## src/rtl/mrfp_pkg.sv

```systemverilog
`timescale 1ns / 1ps

package mrfp_pkg;

	localparam int unsigned FRAME_BYTES_DEF = 8;
	localparam int unsigned QUEUE_DEPTH = 2;

	localparam logic [7:0] END_MARK    = 8'h6B;
	localparam logic [7:0] OPTION_CODE = 8'h1A;

	localparam logic [3:0] LEN_POSITION = 4'd8;
	localparam logic [3:0] LEN_OPTION   = 4'd5;
	localparam logic [3:0] LEN_SHORT    = 4'd4;

	localparam logic [7:0] MOTOR_ADDRESS_RST = 8'd1;
	localparam logic [7:0] POSITION_CODE_RST = 8'd54;
	localparam logic [7:0] STATUS_CODE_RST   = 8'd58;

	typedef enum logic [1:0] {
		CFG_MOTOR_ADDRESS,
		CFG_POSITION_CODE,
		CFG_STATUS_CODE
	} cfg_index_t;

	typedef enum logic [2:0] {
		RES_NONE,
		RES_BAD,
		RES_OPTION,
		RES_SHORT,
		RES_POSITION
	} frame_result_t;

	typedef enum logic [2:0] {
		EV_NONE,
		EV_BAD,
		EV_OPTION,
		EV_SHORT,
		EV_POSITION,
		EV_OTHER
	} ev_kind_t;

	typedef struct packed {
		ev_kind_t    kind;
		logic [7:0]  fn;
		logic        status_hit;
		logic [7:0]  d2;
		logic [31:0] word;
	} event_t;

endpackage

```

## src/rtl/mrfp_if.sv

```systemverilog
`timescale 1ns / 1ps

interface mrfp_rx_if;
	logic       valid;
	logic       ready;
	logic [7:0] rx_byte;

	modport source (output valid, output rx_byte, input ready);
	modport sink (input valid, input rx_byte, output ready);
endinterface

interface mrfp_cfg_if;
	logic       valid;
	logic       ready;
	logic [1:0] index;
	logic [7:0] data;

	modport source (output valid, output index, output data, input ready);
	modport sink (input valid, input index, input data, output ready);
endinterface

interface mrfp_res_if;
	logic        valid;
	logic        ready;
	logic [2:0]  frame_result;
	logic [7:0]  recent_function;
	logic [7:0]  recent_reply;
	logic [15:0] option_word;
	logic [7:0]  status_byte;
	logic [31:0] position_magnitude;
	logic        position_negative;
	logic        position_fine_units;
	logic [2:0]  valid_flags;
	logic [15:0] good_frame_count;
	logic [15:0] error_frame_count;

	modport source (output valid, output frame_result, output recent_function,
		output recent_reply, output option_word, output status_byte,
		output position_magnitude, output position_negative,
		output position_fine_units, output valid_flags,
		output good_frame_count, output error_frame_count, input ready);
	modport sink (input valid, input frame_result, input recent_function,
		input recent_reply, input option_word, input status_byte,
		input position_magnitude, input position_negative,
		input position_fine_units, input valid_flags,
		input good_frame_count, input error_frame_count, output ready);
endinterface

```

## src/rtl/mrfp_front.sv

```systemverilog
`timescale 1ns / 1ps

module mrfp_front import mrfp_pkg::*; #(
	parameter int unsigned FRAME_BYTES = FRAME_BYTES_DEF
) (
	input  logic        clk,
	input  logic        arst_n,
	mrfp_rx_if.sink     rx,
	input  logic [7:0]  motor_address,
	input  logic [7:0]  position_code,
	input  logic [7:0]  status_code,
	output logic        ev_valid,
	input  logic        ev_ready,
	output event_t      ev
);

	localparam int unsigned CW = $clog2(FRAME_BYTES);
	localparam int unsigned NW = CW + 1;

	logic [CW-1:0] count_q;
	logic [7:0]    store_q [FRAME_BYTES];

	logic          accept;
	logic          take;
	logic [NW-1:0] cnt_next;
	logic [7:0]    fn;
	logic [3:0]    need;
	logic          finish;
	logic          bad;

	assign ev_valid = rx.valid;
	assign rx.ready = ev_ready;
	assign accept   = rx.valid && ev_ready;

	always_comb begin
		take     = !(count_q == '0 && rx.rx_byte != motor_address);
		cnt_next = NW'(count_q) + NW'(1);
		fn       = (count_q == CW'(1)) ? rx.rx_byte : store_q[1];
		if (fn == position_code) begin
			need = LEN_POSITION;
		end else if (fn == OPTION_CODE) begin
			need = LEN_OPTION;
		end else begin
			need = LEN_SHORT;
		end
		finish = take && count_q != '0 && cnt_next >= NW'(need);
		bad    = store_q[0] != motor_address || rx.rx_byte != END_MARK;

		ev.fn         = fn;
		ev.status_hit = fn == status_code;
		ev.d2         = store_q[2];
		ev.word       = {store_q[3], store_q[4], store_q[5], store_q[6]};
		if (!finish) begin
			ev.kind = EV_NONE;
		end else if (bad) begin
			ev.kind = EV_BAD;
		end else if (fn == OPTION_CODE && cnt_next == NW'(LEN_OPTION)) begin
			ev.kind = EV_OPTION;
		end else if (cnt_next == NW'(LEN_SHORT)) begin
			ev.kind = EV_SHORT;
		end else if (fn == position_code && cnt_next == NW'(LEN_POSITION)) begin
			ev.kind = EV_POSITION;
		end else begin
			ev.kind = EV_OTHER;
		end
	end

	always_ff @(posedge clk or negedge arst_n) begin
		if (!arst_n) begin
			count_q <= '0;
		end else if (accept && take) begin
			if (finish || cnt_next == NW'(FRAME_BYTES)) begin
				count_q <= '0;
			end else begin
				count_q <= cnt_next[CW-1:0];
			end
		end
	end

	always_ff @(posedge clk) begin
		if (accept && take) begin
			store_q[count_q] <= rx.rx_byte;
		end
	end

endmodule

```

## src/rtl/mrfp_queue.sv

```systemverilog
`timescale 1ns / 1ps

module mrfp_queue import mrfp_pkg::*; (
	input  logic   clk,
	input  logic   arst_n,
	input  logic   push_valid,
	output logic   push_ready,
	input  event_t push_ev,
	output logic   pop_valid,
	input  logic   pop_ready,
	output event_t pop_ev
);

	localparam int unsigned PW = (QUEUE_DEPTH > 1) ? $clog2(QUEUE_DEPTH) : 1;
	localparam int unsigned FW = $clog2(QUEUE_DEPTH + 1);

	event_t        slot_q [QUEUE_DEPTH];
	logic [PW-1:0] wr_ptr_q;
	logic [PW-1:0] rd_ptr_q;
	logic [FW-1:0] fill_q;
	logic          push;
	logic          pop;

	assign push_ready = fill_q != FW'(QUEUE_DEPTH);
	assign pop_valid  = fill_q != '0;
	assign pop_ev     = slot_q[rd_ptr_q];
	assign push       = push_valid && push_ready;
	assign pop        = pop_valid && pop_ready;

	always_ff @(posedge clk or negedge arst_n) begin
		if (!arst_n) begin
			wr_ptr_q <= '0;
			rd_ptr_q <= '0;
			fill_q   <= '0;
		end else begin
			if (push) begin
				wr_ptr_q <= (wr_ptr_q == PW'(QUEUE_DEPTH - 1)) ? '0 : wr_ptr_q + PW'(1);
			end
			if (pop) begin
				rd_ptr_q <= (rd_ptr_q == PW'(QUEUE_DEPTH - 1)) ? '0 : rd_ptr_q + PW'(1);
			end
			if (push && !pop) begin
				fill_q <= fill_q + FW'(1);
			end else if (pop && !push) begin
				fill_q <= fill_q - FW'(1);
			end
		end
	end

	always_ff @(posedge clk) begin
		if (push) begin
			slot_q[wr_ptr_q] <= push_ev;
		end
	end

endmodule

```

## src/rtl/mrfp_back.sv

```systemverilog
`timescale 1ns / 1ps

module mrfp_back import mrfp_pkg::*; (
	input  logic       clk,
	input  logic       arst_n,
	input  logic       ev_valid,
	output logic       ev_ready,
	input  event_t     ev,
	mrfp_res_if.source res
);

	logic          valid_q;
	frame_result_t result_q;
	logic [7:0]    function_q;
	logic [7:0]    reply_q;
	logic [15:0]   options_q;
	logic [7:0]    status_q;
	logic [31:0]   magnitude_q;
	logic          sign_q;
	logic          units_q;
	logic [2:0]    seen_q;
	logic [15:0]   good_q;
	logic [15:0]   error_q;
	logic          pop;

	assign ev_ready = !valid_q || res.ready;
	assign pop      = ev_valid && ev_ready;

	assign res.valid               = valid_q;
	assign res.frame_result        = result_q;
	assign res.recent_function     = function_q;
	assign res.recent_reply        = reply_q;
	assign res.option_word         = options_q;
	assign res.status_byte         = status_q;
	assign res.position_magnitude  = magnitude_q;
	assign res.position_negative   = sign_q;
	assign res.position_fine_units = units_q;
	assign res.valid_flags         = seen_q;
	assign res.good_frame_count    = good_q;
	assign res.error_frame_count   = error_q;

	always_ff @(posedge clk or negedge arst_n) begin
		if (!arst_n) begin
			valid_q     <= 1'b0;
			result_q    <= RES_NONE;
			function_q  <= '0;
			reply_q     <= '0;
			options_q   <= '0;
			status_q    <= '0;
			magnitude_q <= '0;
			sign_q      <= 1'b0;
			units_q     <= 1'b0;
			seen_q      <= '0;
			good_q      <= '0;
			error_q     <= '0;
		end else if (pop) begin
			valid_q <= 1'b1;
			if (ev.kind != EV_NONE && ev.kind != EV_BAD) begin
				function_q <= ev.fn;
				good_q     <= good_q + 16'd1;
			end
			case (ev.kind)
				EV_BAD: begin
					error_q  <= error_q + 16'd1;
					result_q <= RES_BAD;
				end
				EV_OPTION: begin
					options_q <= {ev.d2, ev.word[31:24]};
					seen_q[0] <= 1'b1;
					result_q  <= RES_OPTION;
				end
				EV_SHORT: begin
					reply_q <= ev.d2;
					if (ev.status_hit) begin
						status_q  <= ev.d2;
						seen_q[1] <= 1'b1;
					end
					result_q <= RES_SHORT;
				end
				EV_POSITION: begin
					magnitude_q <= ev.word;
					sign_q      <= ev.d2 != 8'd0;
					units_q     <= seen_q[0] && options_q[1];
					seen_q[2]   <= 1'b1;
					result_q    <= RES_POSITION;
				end
				default: begin
					result_q <= RES_NONE;
				end
			endcase
		end else if (res.ready) begin
			valid_q <= 1'b0;
		end
	end

endmodule

```

## src/rtl/motor_reply_frame_parser.sv

```systemverilog
// channel | dir | handshake   | words
// rx      | in  | valid/ready | rx_byte, one received byte
// cfg     | in  | valid/ready | index, data; register write, always ready
// res     | out | valid/ready | frame_result and the whole kept state
//
// One byte a cycle while rx is not stalled; every byte yields one result word.
// The front tracks the frame position and classifies; a two-word queue feeds the back,
// which holds the kept state and the output register.
// rx stalls only when the queue is full; res stalls back into the queue.
// Reset clears the frame position, the kept state and restores the register defaults.
`timescale 1ns / 1ps

module motor_reply_frame_parser import mrfp_pkg::*; #(
	parameter int unsigned FRAME_BYTES = FRAME_BYTES_DEF
) (
	input  logic       clk,
	input  logic       arst_n,
	mrfp_rx_if.sink    rx,
	mrfp_cfg_if.sink   cfg,
	mrfp_res_if.source res
);

	logic [7:0] motor_address_q;
	logic [7:0] position_code_q;
	logic [7:0] status_code_q;

	logic   front_valid;
	logic   front_ready;
	event_t front_ev;
	logic   back_valid;
	logic   back_ready;
	event_t back_ev;

	assign cfg.ready = 1'b1;

	always_ff @(posedge clk or negedge arst_n) begin
		if (!arst_n) begin
			motor_address_q <= MOTOR_ADDRESS_RST;
			position_code_q <= POSITION_CODE_RST;
			status_code_q   <= STATUS_CODE_RST;
		end else if (cfg.valid) begin
			case (cfg.index)
				CFG_MOTOR_ADDRESS: motor_address_q <= cfg.data;
				CFG_POSITION_CODE: position_code_q <= cfg.data;
				CFG_STATUS_CODE:   status_code_q   <= cfg.data;
				default: begin
				end
			endcase
		end
	end

	mrfp_front #(
		.FRAME_BYTES(FRAME_BYTES)
	) u_front (
		.clk(clk),
		.arst_n(arst_n),
		.rx(rx),
		.motor_address(motor_address_q),
		.position_code(position_code_q),
		.status_code(status_code_q),
		.ev_valid(front_valid),
		.ev_ready(front_ready),
		.ev(front_ev)
	);

	mrfp_queue u_queue (
		.clk(clk),
		.arst_n(arst_n),
		.push_valid(front_valid),
		.push_ready(front_ready),
		.push_ev(front_ev),
		.pop_valid(back_valid),
		.pop_ready(back_ready),
		.pop_ev(back_ev)
	);

	mrfp_back u_back (
		.clk(clk),
		.arst_n(arst_n),
		.ev_valid(back_valid),
		.ev_ready(back_ready),
		.ev(back_ev),
		.res(res)
	);

endmodule

```

## src/flat_wrapper.sv

```systemverilog
// flat-port wrapper written by rule: the top's interface ports become plain ports
module motor_reply_frame_parser_flat import mrfp_pkg::*;
#(
	parameter int unsigned FRAME_BYTES = FRAME_BYTES_DEF
)
  (clk, arst_n, rx_valid, rx_rx_byte, rx_ready, cfg_valid, cfg_index, cfg_data, cfg_ready, res_valid, res_frame_result, res_recent_function, res_recent_reply, res_option_word, res_status_byte, res_position_magnitude, res_position_negative, res_position_fine_units, res_valid_flags, res_good_frame_count, res_error_frame_count, res_ready);
  mrfp_rx_if rx_i ();
  mrfp_cfg_if cfg_i ();
  mrfp_res_if res_i ();
  input  logic clk;
  input  logic arst_n;
  input wire logic [$bits(rx_i.valid)-1:0] rx_valid;
  input wire logic [$bits(rx_i.rx_byte)-1:0] rx_rx_byte;
  output wire logic [$bits(rx_i.ready)-1:0] rx_ready;
  input wire logic [$bits(cfg_i.valid)-1:0] cfg_valid;
  input wire logic [$bits(cfg_i.index)-1:0] cfg_index;
  input wire logic [$bits(cfg_i.data)-1:0] cfg_data;
  output wire logic [$bits(cfg_i.ready)-1:0] cfg_ready;
  output wire logic [$bits(res_i.valid)-1:0] res_valid;
  output wire logic [$bits(res_i.frame_result)-1:0] res_frame_result;
  output wire logic [$bits(res_i.recent_function)-1:0] res_recent_function;
  output wire logic [$bits(res_i.recent_reply)-1:0] res_recent_reply;
  output wire logic [$bits(res_i.option_word)-1:0] res_option_word;
  output wire logic [$bits(res_i.status_byte)-1:0] res_status_byte;
  output wire logic [$bits(res_i.position_magnitude)-1:0] res_position_magnitude;
  output wire logic [$bits(res_i.position_negative)-1:0] res_position_negative;
  output wire logic [$bits(res_i.position_fine_units)-1:0] res_position_fine_units;
  output wire logic [$bits(res_i.valid_flags)-1:0] res_valid_flags;
  output wire logic [$bits(res_i.good_frame_count)-1:0] res_good_frame_count;
  output wire logic [$bits(res_i.error_frame_count)-1:0] res_error_frame_count;
  input wire logic [$bits(res_i.ready)-1:0] res_ready;
  assign rx_i.valid = rx_valid;
  assign rx_i.rx_byte = rx_rx_byte;
  assign rx_ready = rx_i.ready;
  assign cfg_i.valid = cfg_valid;
  assign cfg_i.index = cfg_index;
  assign cfg_i.data = cfg_data;
  assign cfg_ready = cfg_i.ready;
  assign res_valid = res_i.valid;
  assign res_frame_result = res_i.frame_result;
  assign res_recent_function = res_i.recent_function;
  assign res_recent_reply = res_i.recent_reply;
  assign res_option_word = res_i.option_word;
  assign res_status_byte = res_i.status_byte;
  assign res_position_magnitude = res_i.position_magnitude;
  assign res_position_negative = res_i.position_negative;
  assign res_position_fine_units = res_i.position_fine_units;
  assign res_valid_flags = res_i.valid_flags;
  assign res_good_frame_count = res_i.good_frame_count;
  assign res_error_frame_count = res_i.error_frame_count;
  assign res_i.ready = res_ready;
  motor_reply_frame_parser #(.FRAME_BYTES(FRAME_BYTES)) u_core (.clk(clk), .arst_n(arst_n), .rx(rx_i), .cfg(cfg_i), .res(res_i));
endmodule
```

## config.mk

```make
export PLATFORM = sky130hd
export DESIGN_NAME = motor_reply_frame_parser_flat
export DESIGN_NICKNAME = d
export VERILOG_FILES = /design/src/rtl/mrfp_pkg.sv /design/src/rtl/mrfp_if.sv /design/src/rtl/mrfp_front.sv /design/src/rtl/mrfp_queue.sv /design/src/rtl/mrfp_back.sv /design/src/rtl/motor_reply_frame_parser.sv /design/src/flat_wrapper.sv
export SDC_FILE = /design/constraint.sdc
export NUM_CORES = 1
export LEC_CHECK = 0
export BUFFER_PORTS_ARGS = -buffer_cell sky130_fd_sc_hd__buf_2
export CAP_MARGIN = 0
export CORE_MARGIN = 3
export CORE_UTILIZATION = 50
export CTS_CLUSTER_SIZE = 30
export DETAILED_ROUTE_END_ITERATION = 12
export GPL_TIMING_DRIVEN = 0
export PLACE_DENSITY = 0.7
export REMOVE_ABC_BUFFERS = 1
export SETUP_SLACK_MARGIN = 0.15
export SYNTH_ARGS = -nofsm -noshare
export SYNTH_HDL_FRONTEND = slang
export SYNTH_HIERARCHICAL = 1
export SYNTH_SLANG_ARGS = --single-unit
```

## constraint.sdc

```tcl
create_clock -name clk -period 7.15 [get_ports clk]
set_clock_uncertainty 0.1 [all_clocks]
set_input_delay 1.0725 -clock clk [delete_from_list [all_inputs] [get_ports clk]]
set_output_delay 1.0725 -clock clk [all_outputs]
set_load 0.02 [all_outputs]
```

======== Word-level counts from Yosys, hierarchy flattened ========
Memory sizes are Yosys's and may differ from the RTL's.
Index checks and enable logic that the tools add are counted.
storage, ports and cells
  memories kept ........................... 2
  flip-flop bits (word level) ............. 144
  output and inout port bits .............. 115
  input port bits ......................... 23
  RAM bits ................................ 168
  word-level logic and storage cells ...... 105
memories
  memory                  words  bits a word  read ports  clocked after memory_dff  wr ports  line              text
  u_core.u_queue.slot_q   2      52           1           0                         1         mrfp_queue.sv:17  event_t slot_q [QUEUE_DEPTH];
  u_core.u_front.store_q  8      8            7           0                         1         mrfp_front.sv:21  logic [7:0] store_q [FRAME_BYTES];
cells by class
  mux-type cells .......................... 20
  add/subtract/negate cells ............... 7
  reductions and logical operators ........ 36
  order comparisons ....................... 1
  equality and inequality tests ........... 18
operator list
  kind                   count
  $add 16x1->16 const B  2
  $eq 8x8->1             2
  $ne 8x8->1             2
  $reduce_and 2->1       8
  $mux 3                 5
  $logic_and 1x1->1      12
  $pmux 3 s4             1
  $mux 1                 10
  $eq 4x3->1 const B     2
  $eq 8x5->1 const B     1
  $mux 8                 1
  $ne 8x7->1 const B     1
  $reduce_bool 8->1      1
  $eq 3x1->1 const B     2
  $eq 3x2->1 const B     2
  $reduce_bool 2->1      3
  $reduce_bool 3->1      2
  $add 3x1->4 const B    1
  $eq 4x4->1 const B     1
  $ge 4x4->1             1
  $logic_not 1->1        4
  $mux 2                 2
  $mux 4                 1
  $eq 3x3->1 const B     1
  other kinds (11)       14

======== Longest topological paths before layout ========
  depth after elaboration ................. 9
  mapped depth ............................ 14
  gate-level depth less buffers ........... 13

======== Modules after synthesis ========
Netlist, hierarchy kept.
by module, submodules not included
  module                    seq. area each (µm²)  times used  cells each  area each (µm²)
  mrfp_back                 2827.7                1           314         4540.6
  mrfp_queue                3223.1                1           180         4197.8
  mrfp_front                1756.7                1           205         2866.5
  motor_reply_frame_parser  611.8                 1           53          934.6

======== Worst setup path before layout ========
No wires, ideal clock.
  kind .................................... input -> register
  from .................................... in rx_valid
  to ...................................... mem u_core/u_queue/slot_q[0][0] (netlist name) (enable)
  cell stages on the path ................. 3
  setup time .............................. 0.462 ns
  slack ................................... 3.159 ns
  arrival time ............................ 3.429 ns
  cells stage by stage .................... buf_4 nand2_1 nor2_1
on the way
  longest elaborated chain between the ends .. 3
RTL lines
  what                          line                text
  start, declared               flat_wrapper.sv:12  input wire logic [$bits(rx_i.valid)-1:0] rx_valid;
  $logic_and 1x1->1             mrfp_queue.sv:27    assign push = push_valid && push_ready;
  $mux 1                        mrfp_queue.sv:51    if (push) begin
  $mux 1 (not written as such)  mrfp_queue.sv:52    slot_q[wr_ptr_q] <= push_ev;
  end, declared                 mrfp_queue.sv:17
Every way passes these cells.

======== Worst setup path after layout ========
  from .................................... reg u_core.u_front.count_q[1]
  to ...................................... reg u_core.u_front.count_q[0]
on the way
  longest elaborated chain between the ends .. 9
  elaborated cells on any way between the ends .. 18
  classes of those cells .................. add/sub: 1; order compare: 1; eq/ne: 4; mux: 4; reduce/logical: 8
RTL lines
  what                    line              text
  start, declared         mrfp_front.sv:20  logic [CW-1:0] count_q;
  start signal, assigned  mrfp_front.sv:75  count_q <= cnt_next[CW-1:0];
  $eq 3x1->1              mrfp_front.sv:38  fn = (count_q == CW'(1)) ? rx.rx_byte : store_q[1];
  $mux 8                  mrfp_front.sv:38
  $eq 8x5->1              mrfp_front.sv:41  end else if (fn == OPTION_CODE) begin
  $mux 1                  mrfp_front.sv:41
  $mux 4                  mrfp_front.sv:39  if (fn == position_code) begin
  $ge 4x4->1              mrfp_front.sv:46  finish = take && count_q != '0 && cnt_next >= NW'(need);
  $logic_and 1x1->1       mrfp_front.sv:46
  $logic_or 1x1->1        mrfp_front.sv:72  if (finish || cnt_next == NW'(FRAME_BYTES)) begin
  $mux 3                  mrfp_front.sv:72
Several ways; a longest one is shown, not always the timed one.
A chain may end at the register's enable or synchronous reset.

==> impl_results.md <==
- Initial Utilization: 51.3%
- CP Capture Type: register
- Main flop type after synthesis: edfxtp_1
- #FFs+latches synth: 304
- P&R area growth vs syn: 16.4%
- Critical-path cell list: inv_1, ha_1, nor2b_2, mux2i_1, o2bb2ai_1, nor4_4, a21oi_1, ha_1, nor2_1, a21boi_0, o31a_1, nor2_1, mux2_2
- Gr usage total: 17.6%
- Actual slew at the worst max-slew pin: 1060 ps
- Synth Area in Simple Gates: 7.33%
- Hold path start: u_core/u_front/store_q[3][1]
- Ant diodes: 0
- DR WL/cell: 18.3 µm
- Max-cap violations: 0
- Worst setup path start: u_core/u_front/count_q[1]
- Synth Cell Area: 12500 µm²
- Synth area leader: edfxtp_1
- I/O pin cnt: 138
- Power Internal: 4.18 mW
- DRT Pass-1 Iters: 4
- Unrepaired setup endpoints after global routing: no
- Worst EP arrival: 4280 ps
- Largest family of logic cells by synthesized area: multiplexers
- Die area: 27000 µm²
- Status: completed
- Top cells by area, synth: edfxtp_1, dfrtp_1, mux2_2, mux2_4, xnor2_1
- Core Area: 24500 µm²
- Chip Height: 164 µm
- Cts bufs inserted: 31
- Final setup margin: 3190 ps
- CTS Root Cell: clkbuf_16
- CP Launch Type: register
- Cell Pwr Density: 423 nW/µm²
- Adder-cell share of the synthesized area: 0.898%
- CTS resizes: 0
- Drt total wl: 23000 µm
- Max Fclk: 252 MHz
- Final period utilization: 55.4%
- DP HPWL: 15300 µm
- Clock sink count: 304
- Register area share after synthesis: 67.1%
- Compound-Gate Fraction of Synth Area: 1.82%
- Post-route ant nets: 0
- # rows: 57
- RePlAce Congestion: 0.824
- First-pass GRT wire length: 37800 µm
- Setup TNS: 0 ps
- Crit-path max FO: 13
- Cells after Synth: 752
- Setup-failing EPs final: 0
- Via Count: 6632
- Reg2Reg Launch Point: u_core/u_front/count_q[1]
- Most frequent cell after synthesis: edfxtp_1
- Peak VDD IR: 183 µV
- Sequential share of power: 43.4%
- Layout cells sized above 1: 41.3%
- LEAKAGE: 5.98 nW
- Bufs and invs on worst path: 1
- Final Max Tran Viols: 0
- Global route overflow: 0
- Final worst path period need: 3960 ps
- Crit-path slowest cell: nor2b_2
- DRT iter0 DRCs: 468
- # port buffers: 136
- Via/cell ratio: 5.27
- DR DRC count: 0
- Clock transition at path regs: 60 ps
- Final instance area: 14600 µm²
- Post-synth top cells: edfxtp_1, dfrtp_1, mux2_2
- Largest net degree at the start of global routing: 75
- Initial antenna violation count: 0
- CTS Hold Bufs: 0
- Hold Crit Class: register to register
- Yosys top cell area share: 38.3%
- Mean Syn Cell Area: 16.7 µm²
- Mux cell area share after synthesis: 16.0%
- Setup slack, reg-to-reg: 3190 ps
- Logic pwr share: 32.2%
- Switch share: 32.2%
- Worst path top cell family by delay: simple AND/OR/NAND/NOR gates
- Number of distinct library cells after synthesis: 68
- Setup Buffers After CTS: 0
- Layout net count: 943
- Vias in the first global route: 7006
- Clk buf depth: 3
- Ys Warns: 6
- # H-tree levels: 1
- TritonCTS clock tree: built
- Switching power: 1.99 mW
- Critical Path RT: 7460 ps
- Async SR Flop Fraction: 47.4%
- Post-synthesis xor/xnor area fraction: 4.47%
- Placed Area: 13600 µm²
- Crit-path max cell delay: 530 ps
- WS Path Type: register to register
- Dpl ws: 3270 ps
- Worst-skew pair later-pin latency: 540 ps
- Post-synth EDFFs: 160
- Power share of the clock group: 24.4%
- Worst slew margin: 29.4%
- Final hold viol count: 0
- Die X: 164 µm
cell usage in the layout (no fill, tap or decap), drive strengths merged, types with 5 or more instances in the layout:
| master | instances |
|---|---|
| edfxtp | 160 |
| mux2 | 155 |
| buf | 147 |
| dfrtp | 135 |
| clkbuf | 39 |
| xnor2 | 33 |
| xor2 | 31 |
| nand2 | 30 |
| inv | 17 |
| nand4 | 15 |
| nor2 | 15 |
| clkinv | 15 |
| nand2b | 11 |
| nand3 | 11 |
| and3 | 11 |
| nor4 | 11 |
| dfstp | 9 |
| ha | 9 |
| nor2b | 9 |
| nor3 | 9 |
| nor4b | 9 |
| o21ai | 7 |
| a21oi | 5 |
logic make-up (layout without fill, tap and decap cells):
kind of cell,after synthesis,in the layout
flip-flops,304,304
XOR/XNOR,64,64
AO/OA/AOI/OAI,30,30
multiplexers,158,158
buffers and inverters,38,221
adder cells (fa/ha/maj),9,9
AND/OR/NAND/NOR,148,148
other,1,1
metal layers:
layer,part of all wire (%),track usage (%),wire [µm]
met1,43,24.2,9930
met2,50,29.9,11600
met3,4.8,2.50,1100
met4,1.6,4.23,374
met5,0,0,0
through the flow:
step / instances / hold WS, ps / utilization (%) / power, mW
after CTS: 1259 / 338 / 59.7 / 6.25
final: 1259 / 341 / 59.7 / 6.17
after global placement: 1191 / 322 / 54.8 / 4.66
after floorplan: 731 / 321 / - / 4.08
after detailed placement: 1202 / 330 / 55.7 / 4.73
after global routing: 1259 / 347 / 59.7 / 6.53
power by group through the flow:
stage	sequential, mW	clock (mW)	combinational (mW)
final	2.67	1.51	1.99
after global routing	2.74	1.63	2.16
after CTS	2.68	1.55	2.02
after detailed placement	2.71	0	2.02
after global placement	2.76	0	1.90
after floorplan	3.00	0	1.08
flip-flops by register name (all words and copies together), names as in the netlist, 8 cells and up:
| register | flops |
|---|---|
| u_core/u_back/res.error_frame_count | 16 |
| u_core/u_back/res.good_frame_count | 16 |
| u_core/motor_address_q | 8 |
| u_core/u_back/res.recent_function | 8 |
| u_core/status_code_q | 8 |
| u_core/u_front/store_q | 56 |
| u_core/u_back/res.option_word | 16 |
| u_core/u_back/res.status_byte | 8 |
| u_core/u_back/res.recent_reply | 8 |
| u_core/u_back/res.position_magnitude | 32 |
| u_core/u_queue/slot_q | 104 |
| u_core/position_code_q | 8 |
worst reg2reg max path: cells and delay by family, from the launching register on:
| family | cells | cell delay [ps] |
|---|---|---|
| AOI/OAI and AO/OA | 4 | 710 |
| DFF | 1 | 500 |
| buffers and inverters | 1 | 230 |
| muxes | 2 | 730 |
| and+or+nand+nor | 4 | 1050 |
| adders and majority gates | 2 | 500 |
cell type report:
cell class / instances / area (µm²)
fillers: 1891 / 9870
flip-flops and latches: 304 / 8420
clock buffers: 39 / 826
multi-input cells: 410 / 3880
well taps: 324 / 405
clock inverters: 18 / 133
inverters: 17 / 68.8
repair buffers: 147 / 855
worst paths after layout:
kind,to,cells after the start
min in group asynchronous,u_core/u_back/res.good_frame_count[15],1
worst min register to register,u_core/u_queue/slot_q[1][25],0
worst min-delay path,u_core/u_queue/slot_q[1][25],0
max in group asynchronous,u_core/status_code_q[5],2
worst max-delay path,u_core/u_front/count_q[0],13
worst max register to register,u_core/u_front/count_q[0],13
Note: power is estimated with default switching activity, not from simulation.
